`src/hdl/hkr_pkg.sv`:
```
package hkr_pkg;

  // Fixed field widths
  localparam int POS_W  = 32;
  localparam int STEP_W = 17;

  // Phase step after reset: 1.0 at the default fraction width
  localparam logic [STEP_W-1:0] STEP_RESET = 17'h10000;

  // Default phase fraction width
  localparam int PHASE_FRAC_BITS_DEF = 16;

  // At most this many interpolated samples per keyframe
  localparam int SAMPLE_CAP = 63;
  localparam int CNT_W      = 6;

  // Saturation limits
  localparam logic signed [POS_W-1:0] POS_MAX = 32'sh7FFF_FFFF;
  localparam logic signed [POS_W-1:0] POS_MIN = 32'sh8000_0000;

  // Sequencer states
  typedef enum logic [2:0] {
    S_IDLE,
    S_CHECK,
    S_MGO,
    S_MWAIT,
    S_EMIT,
    S_ENDPT
  } seq_state_t;

  // Multiply-accumulate passes of one sample
  typedef enum logic [2:0] {
    OP_T2,
    OP_T3,
    OP_P0,
    OP_P1,
    OP_S0,
    OP_S1
  } mac_op_t;

  // Command to the serial MAC
  typedef struct packed {
    logic go;
    logic clear;
  } mac_cmd_t;

  // Status from the serial MAC
  typedef struct packed {
    logic busy;
    logic done;
  } mac_sts_t;

  // One result item
  typedef struct packed {
    logic signed [POS_W-1:0] pos;
    logic                    last;
  } res_t;

endpackage

```
`src/hdl/hermite_keyframe_resampler_top.sv`:
```
// Each interpolated sample is computed by the bit-serial multiply-accumulate unit
// in six passes of PHASE_FRAC_BITS+3 multiplier bits each. One keyframe is taken
// at a time: in_stall stays high until all of its frames have been handed out.
// Reset: synchronous active-low rst_n clears the track state and sets phase_step
// to 1.0; keyframes are taken from the first clock edge with rst_n high.
module hermite_keyframe_resampler_top #(
  parameter int PHASE_FRAC_BITS = hkr_pkg::PHASE_FRAC_BITS_DEF
) (
  input  logic                       clk,
  input  logic                       rst_n,
  input  logic                       cfg_wr_en,
  input  logic [hkr_pkg::STEP_W-1:0] cfg_wr_data,
  input  logic                       in_valid,
  output logic                       in_stall,
  input  logic signed [31:0]         in_key_position,
  input  logic signed [31:0]         in_key_slope,
  input  logic                       in_track_start,
  input  logic                       in_track_end,
  output logic                       out_valid,
  input  logic                       out_stall,
  output logic signed [31:0]         out_frame_position,
  output logic                       out_last_of_run
);
  import hkr_pkg::*;

  logic [STEP_W-1:0]               phase_step_r;
  mac_cmd_t                        mac_cmd;
  mac_sts_t                        mac_sts;
  logic signed [31:0]              mac_mcand;
  logic signed [PHASE_FRAC_BITS+2:0]  mac_mplier;
  logic signed [PHASE_FRAC_BITS+36:0] mac_acc;
  logic                            res_valid;
  res_t                            res;
  logic                            res_take;
  logic                            out_valid_r;
  logic signed [POS_W-1:0]         out_pos_r;
  logic                            out_last_r;

  // Configuration register
  always_ff @(posedge clk) begin
    if (!rst_n) begin
      phase_step_r <= STEP_RESET;
    end else if (cfg_wr_en) begin
      phase_step_r <= cfg_wr_data;
    end
  end

  hkr_seq #(
    .FRAC_BITS (PHASE_FRAC_BITS)
  ) u_seq (
    .clk          (clk),
    .rst_n        (rst_n),
    .in_valid     (in_valid),
    .in_stall     (in_stall),
    .key_position (in_key_position),
    .key_slope    (in_key_slope),
    .track_start  (in_track_start),
    .track_end    (in_track_end),
    .phase_step   (phase_step_r),
    .mac_cmd      (mac_cmd),
    .mac_mcand    (mac_mcand),
    .mac_mplier   (mac_mplier),
    .mac_sts      (mac_sts),
    .mac_acc      (mac_acc),
    .res_valid    (res_valid),
    .res          (res),
    .res_take     (res_take)
  );

  hkr_serial_mac #(
    .FRAC_BITS (PHASE_FRAC_BITS)
  ) u_mac (
    .clk    (clk),
    .rst_n  (rst_n),
    .cmd    (mac_cmd),
    .mcand  (mac_mcand),
    .mplier (mac_mplier),
    .sts    (mac_sts),
    .acc    (mac_acc)
  );

  // Output register: a result moves in when the slot is empty or being drained
  assign res_take = res_valid && (!out_valid_r || !out_stall);

  always_ff @(posedge clk) begin
    if (!rst_n) begin
      out_valid_r <= 1'b0;
    end else if (res_take) begin
      out_valid_r <= 1'b1;
    end else if (!out_stall) begin
      out_valid_r <= 1'b0;
    end
  end

  always_ff @(posedge clk) begin
    if (res_take) begin
      out_pos_r  <= res.pos;
      out_last_r <= res.last;
    end
  end

  assign out_valid          = out_valid_r;
  assign out_frame_position = out_pos_r;
  assign out_last_of_run    = out_last_r;

`ifndef SYNTH
  // No result pending from the sequencer while new keyframes are taken
  a_idle_no_result: assert property (@(posedge clk) disable iff (!rst_n)
    !in_stall |-> !res_valid)
    else $error("result pending while input open");

  // A lone start+end keyframe offers its own position as the end sample
  a_single_key: assert property (@(posedge clk) disable iff (!rst_n)
    (in_valid && !in_stall && in_track_start && in_track_end) |=>
      (res_valid && res.last && (res.pos == $past(in_key_position))))
    else $error("single keyframe end sample missing");

  // The MAC only runs while a keyframe is in progress
  a_mac_in_item: assert property (@(posedge clk) disable iff (!rst_n)
    mac_sts.busy |-> in_stall)
    else $error("MAC busy with input open");

  // A taken result shows up in the output register
  a_take_loads: assert property (@(posedge clk) disable iff (!rst_n)
    res_take |=> (out_valid && (out_frame_position == $past(res.pos))))
    else $error("result transfer lost");
`endif

endmodule

```
`src/hdl/hkr_serial_mac.sv`:
```
module hkr_serial_mac #(
  parameter int FRAC_BITS = hkr_pkg::PHASE_FRAC_BITS_DEF
) (
  input  logic                       clk,
  input  logic                       rst_n,
  input  hkr_pkg::mac_cmd_t          cmd,
  input  logic signed [31:0]         mcand,
  input  logic signed [FRAC_BITS+2:0] mplier,
  output hkr_pkg::mac_sts_t          sts,
  output logic signed [FRAC_BITS+36:0] acc
);
  import hkr_pkg::*;

  localparam int BW    = FRAC_BITS + 3;
  localparam int ACC_W = FRAC_BITS + 37;
  localparam int BC_W  = $clog2(BW);
  localparam logic signed [ACC_W-1:0] ACC_HALF = ACC_W'(1) << (FRAC_BITS - 1);

  logic signed [ACC_W-1:0] a_r;
  logic        [BW-1:0]    b_r;
  logic        [BC_W-1:0]  cnt_r;
  logic                    busy_r;
  logic                    done_r;
  logic signed [ACC_W-1:0] acc_r;
  logic signed [ACC_W-1:0] acc_nxt;
  logic                    step_last;

  // Multiplier bits are consumed LSB first; the top bit carries negative weight
  assign step_last = (cnt_r == BC_W'(BW - 1));

  always_comb begin
    acc_nxt = acc_r;
    if (b_r[0]) begin
      acc_nxt = step_last ? (acc_r - a_r) : (acc_r + a_r);
    end
  end

  // Control
  always_ff @(posedge clk) begin
    if (!rst_n) begin
      busy_r <= 1'b0;
      done_r <= 1'b0;
    end else begin
      done_r <= busy_r && step_last;
      if (cmd.go) begin
        busy_r <= 1'b1;
      end else if (busy_r && step_last) begin
        busy_r <= 1'b0;
      end
    end
  end

  // Shift registers and accumulator
  always_ff @(posedge clk) begin
    if (cmd.go) begin
      a_r   <= {{(ACC_W-32){mcand[31]}}, mcand};
      b_r   <= mplier;
      cnt_r <= '0;
      if (cmd.clear) begin
        acc_r <= ACC_HALF;
      end
    end else if (busy_r) begin
      acc_r <= acc_nxt;
      a_r   <= a_r <<< 1;
      b_r   <= b_r >> 1;
      cnt_r <= cnt_r + BC_W'(1);
    end
  end

  assign sts.busy = busy_r;
  assign sts.done = done_r;
  assign acc      = acc_r;

endmodule

```
`src/hdl/hkr_seq.sv`:
```
module hkr_seq #(
  parameter int FRAC_BITS = hkr_pkg::PHASE_FRAC_BITS_DEF
) (
  input  logic                          clk,
  input  logic                          rst_n,
  input  logic                          in_valid,
  output logic                          in_stall,
  input  logic signed [31:0]            key_position,
  input  logic signed [31:0]            key_slope,
  input  logic                          track_start,
  input  logic                          track_end,
  input  logic [hkr_pkg::STEP_W-1:0]    phase_step,
  output hkr_pkg::mac_cmd_t             mac_cmd,
  output logic signed [31:0]            mac_mcand,
  output logic signed [FRAC_BITS+2:0]   mac_mplier,
  input  hkr_pkg::mac_sts_t             mac_sts,
  input  logic signed [FRAC_BITS+36:0]  mac_acc,
  output logic                          res_valid,
  output hkr_pkg::res_t                 res,
  input  logic                          res_take
);
  import hkr_pkg::*;

  localparam int BW    = FRAC_BITS + 3;
  localparam int CW    = FRAC_BITS + 4;
  localparam int ACC_W = FRAC_BITS + 37;
  localparam int QW    = ACC_W - FRAC_BITS;
  localparam int UW    = ((FRAC_BITS > STEP_W) ? FRAC_BITS : STEP_W) + 1;
  localparam logic [UW-1:0] U_ONE = UW'(1) << FRAC_BITS;

  seq_state_t state_r, state_nxt;
  mac_op_t    op_r, op_nxt;

  logic signed [POS_W-1:0] key_pos_r, key_pos_nxt;
  logic signed [POS_W-1:0] key_slope_r, key_slope_nxt;
  logic                    end_r, end_nxt;
  logic signed [POS_W-1:0] prev_pos_r, prev_pos_nxt;
  logic signed [POS_W-1:0] prev_slope_r, prev_slope_nxt;
  logic                    have_prev_r, have_prev_nxt;
  logic [STEP_W-1:0]       seg_phase_r, seg_phase_nxt;
  logic [UW-1:0]           u_r, u_nxt;
  logic [CNT_W-1:0]        n_r, n_nxt;
  logic [FRAC_BITS-1:0]    t2_r, t2_nxt;
  logic [FRAC_BITS-1:0]    t3_r, t3_nxt;

  logic [FRAC_BITS-1:0]    t_val;
  logic [FRAC_BITS-1:0]    frac_hi;
  logic [UW-1:0]           u_step;
  logic                    more_samples;
  logic                    last_sample;
  logic signed [CW-1:0]    t2x, t3x, tx, onex;
  logic signed [CW-1:0]    h00x, h01x, h10x, h11x;
  logic signed [QW-1:0]    q;
  logic [QW-POS_W:0]       q_hi;
  logic signed [POS_W-1:0] sample;

  assign t_val   = u_r[FRAC_BITS-1:0];
  assign frac_hi = mac_acc[FRAC_BITS +: FRAC_BITS];
  assign u_step  = u_r + UW'(phase_step);

  assign more_samples = (u_r < U_ONE) && (n_r < CNT_W'(SAMPLE_CAP));
  assign last_sample  = !end_r && ((u_step >= U_ONE) || (n_r == CNT_W'(SAMPLE_CAP - 1)));

  // Hermite basis weights from t, t^2, t^3
  always_comb begin
    t2x  = CW'(t2_r);
    t3x  = CW'(t3_r);
    tx   = CW'(t_val);
    onex = CW'(1) << FRAC_BITS;
    h00x = (t3x <<< 1) - (t2x <<< 1) - t2x + onex;
    h01x = (t2x <<< 1) + t2x - (t3x <<< 1);
    h10x = t3x - (t2x <<< 1) + tx;
    h11x = t3x - t2x;
  end

  // Round-half-up already in the accumulator; floor shift and saturate
  always_comb begin
    q    = mac_acc[ACC_W-1:FRAC_BITS];
    q_hi = q[QW-1:POS_W-1];
    if ((&q_hi) || !(|q_hi)) begin
      sample = q[POS_W-1:0];
    end else begin
      sample = q[QW-1] ? POS_MIN : POS_MAX;
    end
  end

  // Operand select for the current MAC pass
  always_comb begin
    unique case (op_r)
      OP_T2: begin
        mac_mcand  = POS_W'(t_val);
        mac_mplier = BW'(t_val);
      end
      OP_T3: begin
        mac_mcand  = POS_W'(t2_r);
        mac_mplier = BW'(t_val);
      end
      OP_P0: begin
        mac_mcand  = prev_pos_r;
        mac_mplier = h00x[BW-1:0];
      end
      OP_P1: begin
        mac_mcand  = key_pos_r;
        mac_mplier = h01x[BW-1:0];
      end
      OP_S0: begin
        mac_mcand  = prev_slope_r;
        mac_mplier = h10x[BW-1:0];
      end
      OP_S1: begin
        mac_mcand  = key_slope_r;
        mac_mplier = h11x[BW-1:0];
      end
      default: begin
        mac_mcand  = '0;
        mac_mplier = '0;
      end
    endcase
  end

  assign mac_cmd.go    = (state_r == S_MGO);
  assign mac_cmd.clear = (op_r == OP_T2) || (op_r == OP_T3) || (op_r == OP_P0);
  assign in_stall      = (state_r != S_IDLE);

  // Next state and result
  always_comb begin
    state_nxt      = state_r;
    op_nxt         = op_r;
    key_pos_nxt    = key_pos_r;
    key_slope_nxt  = key_slope_r;
    end_nxt        = end_r;
    prev_pos_nxt   = prev_pos_r;
    prev_slope_nxt = prev_slope_r;
    have_prev_nxt  = have_prev_r;
    seg_phase_nxt  = seg_phase_r;
    u_nxt          = u_r;
    n_nxt          = n_r;
    t2_nxt         = t2_r;
    t3_nxt         = t3_r;
    res_valid      = 1'b0;
    res.pos        = sample;
    res.last       = last_sample;

    unique case (state_r)
      S_IDLE: begin
        if (in_valid) begin
          key_pos_nxt   = key_position;
          key_slope_nxt = key_slope;
          end_nxt       = track_end;
          if (track_start || !have_prev_r) begin
            seg_phase_nxt = '0;
            if (track_end) begin
              have_prev_nxt = 1'b0;
              state_nxt     = S_ENDPT;
            end else begin
              prev_pos_nxt   = key_position;
              prev_slope_nxt = key_slope;
              have_prev_nxt  = 1'b1;
            end
          end else begin
            u_nxt     = UW'(seg_phase_r);
            n_nxt     = '0;
            state_nxt = S_CHECK;
          end
        end
      end

      S_CHECK: begin
        if (more_samples) begin
          op_nxt    = OP_T2;
          state_nxt = S_MGO;
        end else if (end_r) begin
          have_prev_nxt = 1'b0;
          seg_phase_nxt = '0;
          state_nxt     = S_ENDPT;
        end else begin
          // carry the overshoot into the next segment
          seg_phase_nxt  = (u_r >= U_ONE) ? STEP_W'(u_r - U_ONE) : '0;
          prev_pos_nxt   = key_pos_r;
          prev_slope_nxt = key_slope_r;
          state_nxt      = S_IDLE;
        end
      end

      S_MGO: begin
        state_nxt = S_MWAIT;
      end

      S_MWAIT: begin
        if (mac_sts.done) begin
          state_nxt = S_MGO;
          unique case (op_r)
            OP_T2: begin
              t2_nxt = frac_hi;
              op_nxt = OP_T3;
            end
            OP_T3: begin
              t3_nxt = frac_hi;
              op_nxt = OP_P0;
            end
            OP_P0: op_nxt = OP_P1;
            OP_P1: op_nxt = OP_S0;
            OP_S0: op_nxt = OP_S1;
            OP_S1: state_nxt = S_EMIT;
            default: state_nxt = S_IDLE;
          endcase
        end
      end

      S_EMIT: begin
        res_valid = 1'b1;
        if (res_take) begin
          u_nxt     = u_step;
          n_nxt     = n_r + CNT_W'(1);
          state_nxt = S_CHECK;
        end
      end

      S_ENDPT: begin
        res_valid = 1'b1;
        res.pos   = key_pos_r;
        res.last  = 1'b1;
        if (res_take) begin
          state_nxt = S_IDLE;
        end
      end

      default: state_nxt = S_IDLE;
    endcase
  end

  // Control registers
  always_ff @(posedge clk) begin
    if (!rst_n) begin
      state_r     <= S_IDLE;
      have_prev_r <= 1'b0;
      seg_phase_r <= '0;
    end else begin
      state_r     <= state_nxt;
      have_prev_r <= have_prev_nxt;
      seg_phase_r <= seg_phase_nxt;
    end
  end

  // Payload registers
  always_ff @(posedge clk) begin
    op_r         <= op_nxt;
    key_pos_r    <= key_pos_nxt;
    key_slope_r  <= key_slope_nxt;
    end_r        <= end_nxt;
    prev_pos_r   <= prev_pos_nxt;
    prev_slope_r <= prev_slope_nxt;
    u_r          <= u_nxt;
    n_r          <= n_nxt;
    t2_r         <= t2_nxt;
    t3_r         <= t3_nxt;
  end

endmodule

```
`config.mk`:
```
export PLATFORM = sky130hd
export DESIGN_NAME = hermite_keyframe_resampler_top
export DESIGN_NICKNAME = d
export VERILOG_FILES = /design/src/hdl/hkr_pkg.sv /design/src/hdl/hermite_keyframe_resampler_top.sv /design/src/hdl/hkr_serial_mac.sv /design/src/hdl/hkr_seq.sv
export SDC_FILE = /design/constraint.sdc
export NUM_CORES = 1
export LEC_CHECK = 0
export BUFFER_PORTS_ARGS = -buffer_cell sky130_fd_sc_hd__buf_2
export CORE_MARGIN = 8
export CORE_UTILIZATION = 55
export CTS_BUF_LIST = sky130_fd_sc_hd__clkbuf_8
export DETAILED_ROUTE_END_ITERATION = 12
export PLACE_DENSITY = 0.73
export SYNTH_ARGS = -nofsm -noshare
export SYNTH_HDL_FRONTEND = slang
export SYNTH_SLANG_ARGS = --single-unit
```
`constraint.sdc`:
```
create_clock -name clk -period 9.4 [get_ports clk]
set_input_delay 0.94 -clock clk [delete_from_list [all_inputs] [get_ports clk]]
set_output_delay 0.94 -clock clk [all_outputs]
set_load 0.005 [all_outputs]
```
==> results of run 1 <==
==> path summary, 6_finish.rpt <==
path / startpoint / endpoint / depth (start not counted)
max: u_mac.a_r[5] / u_mac.acc[48] / 17
max reg2reg: u_mac.a_r[5] / u_mac.acc[48] / 17
min: in_key_position[5] / u_seq.key_pos_r[5] / 1
min reg2reg: u_seq.have_prev_r / u_seq.have_prev_r / 2
==> per-layer routing <==
metal | wire length, um | vias to the layer above
met2 | 34100 | 1020
met1 | 33300 | 10300
li1 | - | 9893
met4 | 2820 | 0
met3 | 7380 | 182
met5 | 0 | -
==> power groups by stage <==
stage | Sequential [mW] | Clock [mW] | Combinational, mW
finish | 2.72 | 1.54 | 1.72
global route | 2.75 | 1.63 | 1.90
CTS | 2.71 | 1.57 | 1.70
detailed placement | 2.74 | 0 | 1.69
global placement | 2.73 | 0 | 1.65
floorplan | 2.65 | 0 | 1.19
==> layout make-up <==
class	instances	area [um^2]
repair buffers	151	828
flip-flops and latches	392	11300
clock inverters	48	259
clock buffers	76	1050
inverters	91	342
well taps	600	751
multi-input cells	2024	13400
fillers	3883	17600
diodes	2	5.00
==> cells in the final DEF (no fill, tap or decap), types with 31 or more instances in the layout <==
cell type / Yosys / layout
a22oi_1: 46 / 46
a221oi_1: 41 / 40
o21a_1: 34 / 34
dfxtp_1: 46 / 46
xnor2_1: 98 / 98
nor2_1: 193 / 193
a21o_1: 49 / 49
buf_2: 2 / 122
clkbuf_8: 0 / 76
ha_1: 185 / 185
xor2_1: 84 / 84
nor2b_1: 60 / 59
nand2_1: 402 / 400
inv_1: 91 / 107
edfxtp_1: 346 / 346
nor3_1: 39 / 37
a21oi_1: 190 / 187
nand2b_1: 31 / 31
o21ai_0: 161 / 160
==> metrics by stage <==
stage	area (um^2)	cells
finish	27900	3384
global route	27900	3383
CTS	27900	3382
detailed placement	26600	3258
global placement	26600	3258
floorplan	25400	2622
==> registers in the layout, indices dropped and copies added (netlist names), 3 cells and up <==
name                cells
u_mac.acc              53
u_seq.seg_phase_r      17
out_frame_position     32
u_mac.a_r              53
u_seq.t3_r             16
u_seq.key_pos_r        32
u_seq.u_r              18
u_mac.b_r              19
u_seq.prev_pos_r       32
u_seq.prev_slope_r     32
u_seq.state_r           3
u_mac.cnt_r             5
phase_step_r           17
u_seq.op_r              3
u_seq.n_r               6
u_seq.key_slope_r      32
u_seq.t2_r             16
==> logic make-up after synthesis <==
group	Yosys count	synth area share [%]
XOR/XNOR	182	6.28
buffers and inverters	206	3.06
AND/OR/NAND/NOR	870	15.7
adder cells (fa/ha/maj)	193	9.75
multiplexers	29	1.17
AO/OA/AOI/OAI	750	19.5
flip-flops	392	44.6
==> worst max-delay path, stage by stage (launching register included) <==
cell and delay, ns:
edfxtp_1 0.46, nor4_1 0.60, and2_1 0.26, nand3_1 0.22, nor3_2 0.28, and3b_2 0.33, a21oi_1 0.10, xnor2_1 0.21
ha_1 0.33, a21o_1 0.23, a21o_1 0.17, a21oi_1 0.30, o211ai_1 0.13, a221o_1 0.34, o211ai_1 0.48, a211oi_1 0.26
o21ai_0 0.23, o31ai_1 0.09
==> reports/results.tsv, run 1 <==
stage	metric	value	unit
outcome	status	completed	
layout	post-route-util	61.4	%
synth	avgSynthCellArea	9.68	um^2
global_routing	use_met3	5.81	%
power	power.share.clock	25.8	%
timing	fmax	0.188	GHz
cts	cts-resized-gates	0	
timing	hold_ws	0.472	ns
timing	clock_skew	0.0357	ns
power	p_sw_share	36.2	%
floorplanning	die_x	231	um
synth	synthFlopType	edfxtp_1	
power	p_sw	2.17	mW
synth	synth_edf_count	346	
power	power.total	5.99	mW
global_routing	grt_max_degree	68	
detailed_routing	num_vias	21400	
synth	ys_seq_elements	392	
synth	ys_async_sr_fraction	0	%
synth	synth_most_common_cell	nand2_1	
synth	synth_top_area_share	40.9	%
synth	synth.cell_area	0.0254	mm^2
cts	cts_setup_buffers	0	
cts	h-tree-depth	3	
detailed_routing	routed_wirelength	77.6	mm
synth	ys_warn_count	0	
power	p_leak	11.4	nW
floorplanning	rows	78	
global_routing	grt_antenna_before_repair	1	
floorplanning	fp.dieH	231	um
global_routing	grt.overflow.total	0	
critical_path	critPathCaptureType	flop	
layout	syn_to_final_growth	10.0	%
place	io_buffers	122	
timing	slew_viol_final	0	
global_routing	grt_use_met2	43.3	%
place	dp_slack	4.28	ns
cts	path_clk_slew	0.06	ns
detailed_routing	drc	0	
floorplanning	dieArea	0.0533	mm^2
cts	cts_inserted_buffers	71	
power	p_per_area	214	mW/mm^2
synth	syn_inst	2622	
critical_path	critPathKind	flop to flop	
detailed_routing	vias_per_cell	6.32	
synth	yosysTopAreaCell	edfxtp_1	
global_routing	grt.busiest_layer	met2	
floorplanning	core-area	0.0455	mm^2
global_routing	grt_pass1_wl	119	mm
detailed_routing	wire_per_inst	22.9	um
timing	hold_violations	0	
min_path	holdCritPathClass	input pin to flop	
cts	clkSinkCount	392	
global_routing	grt_usage	28.4	%
timing	fin_crit	5.31	ns
power	power_frac_seq	45.5	%
timing	setup_viol	0	
global_routing	use_met1	39.5	%
timing	post-route-period-util	56.5	%
cts	holdBufCountCts	0	
synth	synthTopCellsByArea	edfxtp_1 41%, ha_1 9.1%, nand2_1 5.9%, a21oi_1 3.7%, dfxtp_1 3.6%	
power	ir_worst_vdd	0.270	mV
critical_path	arrival	5.69	ns
critical_path	required	9.78	ns
critical_path	cp_max_fo	5	
cts	cts_tree	built	
detailed_routing	dr.pass1.iters	6	
critical_path	start_kind	flop	
timing	fin_ws	4.09	ns
layout	final_layout_size_suffix_gt1_share	10.8	%
global_routing	grt_pass1_vias	20700	
power	p_int	3.82	mW
synth	yosysUniqueCellTypes	80	
cts	clockRootBuffer	clkbuf_8	
cts	clk_latency	0.67	ns
cts	max-clock-path-buffers	3	
timing	fin_setup_tns	0	ns
synth	ys_top_cells_by_count	402 x nand2_1, 346 x edfxtp_1, 193 x nor2_1	
layout	finalNetCount	3012	
place	place_congestion	0.951	
floorplanning	initial_utilization	55.8	%
place	dpl.hpwl	55.3	mm
timing	worst_pin_slew	1.31	ns
critical_path	rrSetupSlack	4.09	ns
synth	synth_seq_area_share	44.6	%
power	combinationalPowerShare	28.7	%
detailed_routing	antenna_left	0	
synth	synth_nets	2903	
job	drv_cap	0	
timing	max-slew-margin-rel	12.4	%
floorplanning	io_pins	123	
timing	rsz0062_at_grt	no	
detailed_routing	drt_iter0_drc	2505	
(Power assumes the default switching activity.)
==> run 2, diff against run 1 <==
- ABC_AREA: default -> 1
- PLACE_DENSITY: 0.73 -> 0.75
- clock period: 9.4 -> 4.8 ns (I/O delays scaled with it)
==> run 2 against run 1 <==
Against the previous run:
- hold slack got worse by 0.45 ns
- synthesized area rose by 9.7%
- total power rose by 94%
- first-iteration DRC count rose by 16%
- clock skew rose by 0.0032 ns
- utilization rose by 0.85 points
- non-clock buffer count rose by 54
- via count rose by 24%
- design area rose by 12%
- sequential share of layout area fell by 4.2 points
- highest routed layer is now met5
==> reports/results.tsv, run 2 <==
stage	metric	value	unit
synth	synth_top_area_share	37.3	%
synth	synthTopCellsByArea	edfxtp_1 37%, nand2_1 13%, ha_1 8.3%, inv_1 5.9%, nor2_1 5.2%	
detailed_routing	antenna_left	0	
global_routing	grt.overflow.total	0	
detailed_routing	drc	0	
detailed_routing	drt_iter0_drc	2903	
floorplanning	rows	82	
outcome	status	completed	
cts	cts-resized-gates	0	
floorplanning	core-area	0.0501	mm^2
critical_path	critPathCaptureType	flop	
timing	rsz0062_at_grt	no	
power	p_sw_share	37.5	%
timing	post-route-period-util	85.6	%
cts	cts_inserted_buffers	69	
timing	max-slew-margin-rel	27.5	%
detailed_routing	routed_wirelength	93.6	mm
synth	ys_top_cells_by_count	970 x nand2_1, 441 x inv_1, 382 x nor2_1	
critical_path	start_kind	flop	
critical_path	ff2ff_path_depth	20	
min_path	holdPathStages	1	
synth	synth_edf_count	346	
cts	path_clk_slew	0.06	ns
cts	clk_latency	0.68	ns
detailed_routing	wire_per_inst	20.5	um
layout	multi_input_area	0.0146	mm^2
timing	setup_viol	0	
layout	finalNetCount	4122	
synth	synth_nets	3929	
synth	ys_warn_count	0	
place	io_buffers	122	
power	power.total	11.6	mW
cts	clockRootBuffer	clkbuf_8	
synth	yosysTopAreaCell	edfxtp_1	
power	combinationalPowerShare	29.1	%
global_routing	grt_pass1_vias	25500	
global_routing	grt_max_degree	86	
cts	cts_tree	built	
detailed_routing	dr.pass1.iters	6	
power	p_per_area	373	mW/mm^2
cts	clkSinkCount	392	
power	p_int	7.27	mW
timing	clock_skew	0.0389	ns
synth	yosysUniqueCellTypes	58	
synth	ys_seq_elements	392	
synth	synthFlopType	edfxtp_1	
min_path	min_from	in_key_slope[16]	
timing	hold_ws	0.0255	ns
synth	synth_seq_area_share	40.6	%
layout	final_cell_mix	969 x nand2_1, 449 x inv_1, 381 x nor2_1	
global_routing	grt_antenna_before_repair	3	
floorplanning	fp.dieH	241	um
synth	synth.cell_area	0.0278	mm^2
timing	fin_crit	4.11	ns
power	power_frac_seq	44.1	%
synth	muxShareOfSynthArea	0	%
timing	hold_violations	0	
cts	max-clock-path-buffers	3	
min_path	holdCritPathClass	input pin to flop	
layout	nFillCells	4646	
synth	synth_fa_ha_area_share	8.89	%
synth	synth-xor-area-share	2.89	%
timing	worst_pin_slew	1.09	ns
floorplanning	dieArea	0.0581	mm^2
floorplanning	io_pins	123	
global_routing	grt_usage	31.8	%
critical_path	arrival	4.54	ns
global_routing	grt_pass1_wl	143	mm
synth	synth_most_common_cell	nand2_1	
critical_path	r2r-start	u_seq.t2_r[0]	
synth	avgSynthCellArea	7.63	um^2
job	drv_cap	0	
synth	synth-compound-area-share	15.0	%
power	p_sw	4.36	mW
timing	slew_viol_final	0	
layout	final_layout_size_suffix_gt1_share	8.12	%
min_path	min_to	u_seq.key_slope_r[16]	
layout	register_area	0.0113	mm^2
synth	synth_top_family_by_area	simple AND/OR/NAND/NOR gates	
power	ir_worst_vdd	0.241	mV
detailed_routing	vias_per_cell	5.81	
synth	syn_inst	3648	
place	dpl.hpwl	71.2	mm
layout	syn_to_final_growth	11.9	%
detailed_routing	num_vias	26500	
critical_path	required	5.23	ns
place	place_congestion	1.00	
cts	h-tree-depth	3	
critical_path	cp_max_fo	5	
floorplanning	die_x	241	um
timing	fmax	0.244	GHz
layout	final_common_cell	nand2_1	
critical_path	critPathKind	flop to flop	
power	p_leak	13.9	nW
synth	ys_async_sr_fraction	0	%
power	power.share.clock	26.7	%
critical_path	timing.rr.end	u_mac.b_r[14]	
timing	fin_setup_tns	0	ns
floorplanning	initial_utilization	55.6	%
layout	antennaDiodeCount	0	
synth	yosys.area_share.simple	25.3	%
critical_path	rrSetupSlack	0.69	ns
==> run 2: cell count changes in the layout (fill, tap and decap cells not counted), sizes merged, moves of 38 or more <==
cell         before  now
nor2            193  392
a21oi           190  255
dlygate4sd3       0   54
inv             110  469
nor2b            60    0
nand2           402  973
nand3            27  172
a221oi           41    3
xnor2            98   23
o21ai           164  314
==> run 2: worst max path at each step <==
stage                                start             endpoint  cells after the start
after floorplan           u_seq.state_r[1]  u_seq.prev_pos_r[0]                      9
after global placement       u_seq.t2_r[0]        u_mac.b_r[16]                     20
after detailed placement     u_seq.t2_r[0]        u_mac.b_r[16]                     20
after CTS                    u_seq.t2_r[0]        u_mac.b_r[16]                     20
after global routing         u_seq.t2_r[0]        u_mac.b_r[13]                     22
final                        u_seq.t2_r[0]        u_mac.b_r[14]                     20
==> run 2: worst max-delay path, stage by stage (launching register included) <==
cell	delay, ns
edfxtp_1	0.47
ha_1	0.28
fa_1	0.44
inv_1	0.09
nand3_1	0.09
nand2_1	0.10
nand2_1	0.05
nand2_1	0.20
xor2_1	0.27
ha_1	0.28
ha_1	0.36
a21oi_1	0.35
o21ai_0	0.19
a21oi_1	0.22
nand3b_1	0.11
nand3_1	0.09
nand2_1	0.06
nor2_1	0.09
nand2_1	0.05
nand2_1	0.06
nand2_1	0.05
==> run 2: power groups by stage <==
stage | Sequential [mW] | Clock, mW | Combinational, mW
4_1_cts | 5.11 | 3.14 | 3.33
3_3_place_gp | 5.16 | 0 | 3.23
2_1_floorplan | 5.02 | 0 | 2.15
6_report | 5.13 | 3.11 | 3.39
5_1_grt | 5.19 | 3.27 | 3.74
3_5_place_dp | 5.17 | 0 | 3.28
==> run 2: cells by family after synthesis <==
kind of cell	after synthesis
compound gates	741
xor+xnor	92
fa+ha+maj	193
buf+inv	538
flops	392
simple gates	1692
==> run 2: metrics by stage <==
stage	util [%]	cells	worst slack [ns]	cell area [um^2]
after CTS	62.2	4566	0.796	31200
after global routing	62.2	4566	0.318	31200
final	62.2	4566	0.694	31200
after global placement	58.5	4388	0.838	29300
after detailed placement	58.5	4388	0.783	29300
after floorplan	-	3648	0.481	27900
==> run 2: final cells by class <==
cell class              count  area share, %
repair buffers            205           4.43
clock inverters            53           1.10
clock buffers              71           3.14
flip-flops and latches    392           36.3
multi-input cells        2718           46.9
inverters                 455           5.49
well taps                 672           2.70
==> run 2: layer usage <==
metal | GRT usage (%) | share of wire (%) | wire length [um]
met5 | 0 | 0.018 | 17
met4 | 14.0 | 4.6 | 4270
met3 | 6.74 | 9.9 | 9300
met2 | 50.1 | 44 | 41600
met1 | 42.1 | 41 | 38400
==> run 2: what timing repair did <==
| item | 4_1_cts | 5_1_grt |
|---|---|---|
| hold buffers | 54 | 0 |
| buffers inserted | 0 | 0 |
| hold endpoints to repair | 54 | 0 |
